<file path="src/sv/bsmg_pkg.sv">
`timescale 1ns / 1ps
package bsmg_pkg;

  localparam int ValueW = 32;
  localparam int CapW   = 11;
  localparam int CountW = 11;
  localparam int SpanW  = 32;
  localparam int OutW   = 80;

  localparam logic       ADD_STORED = 1'b0;
  localparam logic       ADD_FULL   = 1'b1;

  localparam logic [1:0] SPAN_VALID  = 2'd0;
  localparam logic [1:0] SPAN_EMPTY  = 2'd1;
  localparam logic [1:0] SPAN_SINGLE = 2'd2;

  typedef enum logic [1:0] {
    ST_IDLE,
    ST_SCAN,
    ST_DRAIN,
    ST_FINISH
  } seq_state_t;

  typedef struct packed {
    logic                add_status;
    logic [CountW-1:0]   stored_count;
    logic [1:0]          span_status;
    logic [SpanW-1:0]    shortest_span;
    logic [SpanW-1:0]    longest_span;
  } result_t;

endpackage

</file>
<file path="src/sv/bsmg_gap_unit.sv">
`timescale 1ns / 1ps
module bsmg_gap_unit (
  input  logic                        clk,
  input  logic                        rst,
  input  logic                        en,
  input  logic [bsmg_pkg::ValueW-1:0] new_value,
  input  logic [bsmg_pkg::ValueW-1:0] stored_value,
  output logic [bsmg_pkg::SpanW-1:0]  least_gap
);
  import bsmg_pkg::*;

  logic [SpanW-1:0] gap;
  logic             new_below;

  // wraparound subtract is exact for the absolute difference of two signed words
  always_comb begin
    new_below = $signed(new_value) < $signed(stored_value);
    gap = new_below ? (stored_value - new_value) : (new_value - stored_value);
  end

  always_ff @(posedge clk) begin
    if (rst) begin
      least_gap <= '1;
    end else if (en && (gap < least_gap)) begin
      least_gap <= gap;
    end
  end

endmodule

</file>
<file path="config.mk">
export PLATFORM = sky130hd
export DESIGN_NAME = bsmg_gap_unit
export DESIGN_NICKNAME = d
export VERILOG_FILES = /design/src/sv/bsmg_pkg.sv /design/src/sv/bsmg_gap_unit.sv
export SDC_FILE = /design/constraint.sdc
export NUM_CORES = 1
export LEC_CHECK = 0
export BUFFER_PORTS_ARGS = -buffer_cell sky130_fd_sc_hd__buf_4
export CAP_MARGIN = 20
export CORE_UTILIZATION = 63
export DETAILED_ROUTE_END_ITERATION = 10
export GPL_ROUTABILITY_DRIVEN = 0
export PLACE_DENSITY = 0.88
export SETUP_SLACK_MARGIN = 0.5
export SLEW_MARGIN = 10
export SYNTH_ARGS = -nofsm -noshare
export SYNTH_HDL_FRONTEND = slang
export SYNTH_SLANG_ARGS = --single-unit
</file>
<file path="constraint.sdc">
create_clock -name clk -period 13.3 [get_ports clk]
set_clock_uncertainty 0.1 [all_clocks]
set_input_delay 2.66 -clock clk [delete_from_list [all_inputs] [get_ports clk]]
set_output_delay 2.66 -clock clk [all_outputs]
set_load 0.02 [all_outputs]
</file>
# [Word-level counts from Yosys, hierarchy flattened]
# Index checks and enable logic that the tools add are counted.
[word_totals] ff_bits=32 latchBits=0 mem_bits_rw=0 mem_bits_ro=0 in_bits=67 out_inout_bits=32 elab_cells=7 mem_count=0
[classes] addsub=2 mul=0 div_mod_pow=0 order_cmp=2 eq_ne=0 shift=0 mux=1 bitwise_logic=0 n_reduce_logical=1
[op_table] cell="32-bit less-than comparator" count=2
[op_table] cell="32-bit subtractor" count=2
[op_table] cell="32-bit 2-to-1 mux" count=1
[op_table] cell="1-bit logical AND" count=1

# [Depth between registers and ports, before layout]
[depth] word_depth=4 ltp_mapped=27

# [Worst setup path after synthesis]
# OpenSTA, ideal clock, no wires.
[synth_path] path_type="input to register" from="in new_value[0] (netlist name)" to="reg least_gap[25] (netlist name)" arrival_time_ns=7.399 required_ns=13.080 path_slack_ns=5.681 stages=26 n_path_buf=4 cell_sequence="inv_1 -> ha_1 -> inv_1 -> fa_1 -> a211oi_2 -> o211ai_1 -> a21oi_1 -> o2111ai_2 -> a21o_1 -> buf_6 -> nor2_8 -> mux2i_2 -> o21ai_0 -> xor2_1 -> ha_1 -> nand4_1 -> nor4_1 -> inv_1 -> o2111a_1 -> o21ai_0 -> a21o_1 -> clkbuf_1 -> clkbuf_1 -> buf_1 -> nand3_1 -> o31a_1"
[synth_via] elab_chain_cells=4
[synth_lines] item="start: declaration" line_no="bsmg_gap_unit.sv:6" text="input logic [bsmg_pkg::ValueW-1:0] new_value,"
[synth_lines] item="32-bit subtractor or 32-bit less-than comparator (tied branches)" line_no="bsmg_gap_unit.sv:18, bsmg_gap_unit.sv:17"
[synth_lines] item="32-bit 2-to-1 mux (*)" line_no="bsmg_gap_unit.sv:18" text="gap = new_below ? (stored_value - new_value) : (new_value - stored_value);"
[synth_lines] item="named net gap[28]" line_no="bsmg_gap_unit.sv:12" text="logic [SpanW-1:0] gap;"
[synth_lines] item="32-bit less-than comparator (*)" line_no="bsmg_gap_unit.sv:24" text="end else if (en && (gap < least_gap)) begin"
[synth_lines] item="1-bit logical AND (*)" line_no="bsmg_gap_unit.sv:24"
[synth_lines] item="end signal: assignment" line_no="bsmg_gap_unit.sv:25" text="least_gap <= gap;"
[synth_lines] item="end: declaration" line_no="bsmg_gap_unit.sv:8" text="output logic [bsmg_pkg::SpanW-1:0] least_gap"
# The timed path passes the listed nets; every way through them passes the cells marked *.
# A chain may end at the register's enable or synchronous reset.

# [Final worst setup path]
[layout_path] from="in new_value[0] (netlist name)" to="reg least_gap[4] (netlist name)"
# The elaborated chain is that of the path after synthesis.

==> out/qor.txt <==
GRT overflow: 0
Final period util: 0.6254
Leading register cell type out of synthesis: dfxtp_1
WP data arrival: 8.41 ns
CTS Hold Bufs: 0
Antenna viol nets, final: 0
Synth unique cells: 77
Status: complete, no violations
Required @ worst endpoint: 13.40 ns
CP max stage delay: 0.57 ns
Ports: 99
CP dominant cell by count: inv_1
Minimum clock period: 8.317 ns
H-tree depth: 2
Setup violators final: 0
RSZ-0062 raised after global routing: false
Ordered list of cells on the worst path: buf_4 > inv_1 > ha_1 > inv_1 > fa_1 > a211oi_2 > o211ai_1 > a21oi_1 > o2111ai_2 > a21o_1 > nor2_8 > mux2i_2 > o21ai_0 > xor2_1 > ha_1 > nand4_1 > nor4_1 > inv_1 > o2111a_1 > o21ai_0 > a21o_1 > buf_4 > nand3_1 > o21a_1
Largest net degree at the start of global routing: 33
CTS Buffer Depth: 2
CORE AREA: 8721 um^2
Post-Place Cell Area: 6390 um^2
Row count: 34
Vias per cell: 6.505
Design area: 6501 um^2
Post-synth EDFFs: 0
Fmax: 120.2 MHz
TritonCTS clock tree: done
Largest register FFs: 32
Area delta synth->final: 14.45%
CP bufs+invs: 5
Crit Path Category: input port to flip-flop
Worst-Margin Slew: 0.9409 ns
Async SR Flop Fraction: 0
Reg2reg setup slack: 10.15 ns
Synth Area per Inst: 7.209 um^2
Starting density of the core: 0.6514
HP Class: flip-flop to flip-flop
Final Hold Viols: 0
Setup repair bufs after CTS: 0
Global-route wire length before repair: 27140 um
Pwr/cell area: 100.3 nW/um^2
Startpoint types: input port
Clock transition at path regs: 0.08 ns
WL final: 16270 um
Worst-Skew Late Latency: 0.30 ns
Final Max Tran Viols: 0
Synthesized instance count: 788
Global Route Usage Sum: 0.3429
Post-CTS sizing: 0
Post-Syn Nets: 951
Layout cell share with drive strength beyond 1: 0.1513
CP Capture Type: flip-flop
Top Registers: least_gap (32)
Max-cap violation count: 0
Remaining DRCs: 0
Cell family with most CP delay: compound AO/OA/AOI/OAI gates
Die height: 96.96 um
Drt first pass iters: 6
YS warnings: 0
Worst-path fanout max: 30
Synth Register Bits: 32
Vias: 6290
VDD IR max: 0.04375 mV
Initial antenna violation count: 0
WL/cell: 16.82 um
Filler Cell Count: 683
Num CTS Buffers: 5
Max_slew headroom: 0.3682
Setup tns final: 0 ns
Die X: 96.96 um
Final nets: 1021
Dpl hpwl: 12960 um
Synthesized cell area: 5680 um^2
Vias in the first global route: 5903
CTS sink cnt: 32
Die area: 9400 um^2
Sequential-to-total area share from yosys stat: 0.1128
I/O Buffers: 98
Slowest cell on the critical path: a21o_1
Initial DRC count: 667
N_diodes: 0
Leak: 3.349 nW
Most flops, register: least_gap
CTS root buf: clkbuf_8
==> where the power goes <==
part | total [mW] | switching, mW | internal, mW | leakage (nW)
clock network | 0.0961 | 0.0407 | 0.0554 | 0.0541
registers | 0.129 | 0.0132 | 0.115 | 0.265
logic | 0.427 | 0.258 | 0.170 | 3.03
total | 0.652 | 0.311 | 0.340 | 3.35
==> layout by cell type, fill, tap and decap left out, types with 9 or more instances in the layout <==
cell / count
buf_4: 101
o21bai_1: 9
inv_1: 113
nand2_1: 46
mux2i_1: 17
o21ai_0: 46
nor2_1: 47
o31a_1: 15
ha_1: 94
nor3_1: 18
nand3_1: 28
dfxtp_1: 32
a21o_1: 23
nand4_1: 18
o21ai_1: 10
xor2_1: 10
xnor2_1: 20
a21oi_1: 84
==> layout make-up <==
| type | instances | area (um^2) | area share |
|---|---|---|---|
| clock buffers | 5 | 68.82 | 0.01059 |
| well taps | 108 | 135.1 | 0.02079 |
| clock inverters | 3 | 42.54 | 0.006543 |
| multi-input cells | 604 | 4428 | 0.6811 |
| flip-flops and latches | 32 | 640.6 | 0.09854 |
| inverters | 114 | 427.9 | 0.06582 |
| repair buffers | 101 | 758.2 | 0.1166 |
==> worst reg2reg max path, cell delays in order (launching register included) <==
cell and delay [ns]:
dfxtp_1 0.33, inv_1 0.07, ha_1 0.29, a21boi_0 0.13, o21ai_0 0.20, a21oi_1 0.09
a2111oi_0 0.41, o21ai_0 0.27, a21o_1 0.45, buf_4 0.35, o311a_1 0.36
==> synth_stat cells, types with 7 or more instances <==
cell,count,area [um^2]
nor3_1,18,90.09
nand4_1,18,112.6
o21ai_1,10,50.05
buf_2,9,45.04
nand3_1,28,140.1
a211oi_1,7,52.55
xor2_1,10,87.58
a21o_1,23,172.7
o211ai_1,8,60.06
dfxtp_1,32,640.6
o21bai_1,9,67.56
clkbuf_1,22,82.58
inv_1,113,424.2
o31a_1,15,131.4
xnor2_1,20,175.2
nor2_1,47,176.4
mux2i_1,17,170.2
nand2_1,46,172.7
nor4_1,8,50.05
a21oi_1,84,420.4
o21ai_0,46,230.2
ha_1,94,1176
==> kinds of logic after synthesis <==
family / after synthesis / share of synthesized area
AND/OR/NAND/NOR: 189 / 0.1617
AO/OA/AOI/OAI: 268 / 0.3172
flip-flops: 32 / 0.1128
multiplexers: 21 / 0.04031
buffers and inverters: 152 / 0.1077
XOR/XNOR: 30 / 0.04626
adder cells (fa/ha/maj): 96 / 0.2141
==> stage by stage <==
step                      setup WS (ns)    util  hold slack, ns  power [mW]  std cells
final                             4.983  0.7455          0.3980      0.6518        967
after global routing              4.592  0.7455          0.4508      0.6956        967
after CTS                         5.131  0.7455          0.4003      0.6387        967
after detailed placement          4.844  0.7327          0.3839      0.5412        959
after global placement            5.029  0.7327          0.3835      0.5243        959
after floorplan                   5.681       -          0.4744      0.4189        788
==> worst paths after layout <==
kind                                            startpoint                          to  cells past startpoint
worst max-delay path                          new_value[0]   least_gap[4]$_SDFFE_PP1P_                     24
worst min-delay path            least_gap[29]$_SDFFE_PP1P_  least_gap[29]$_SDFFE_PP1P_                      1
worst max register to register   least_gap[1]$_SDFFE_PP1P_  least_gap[20]$_SDFFE_PP1P_                     10
worst min register to register  least_gap[29]$_SDFFE_PP1P_  least_gap[29]$_SDFFE_PP1P_                      1
==> layer usage <==
metal  up-vias  routed length (um)  global-route usage
met3        81                1642             0.05636
met4         0                 615              0.1355
met2       425                7354              0.5596
li1       2950                   -                   -
met5         -                   0                   0
met1      2834                6656              0.4494
No activity file was read; power rests on OpenSTA's default activity.
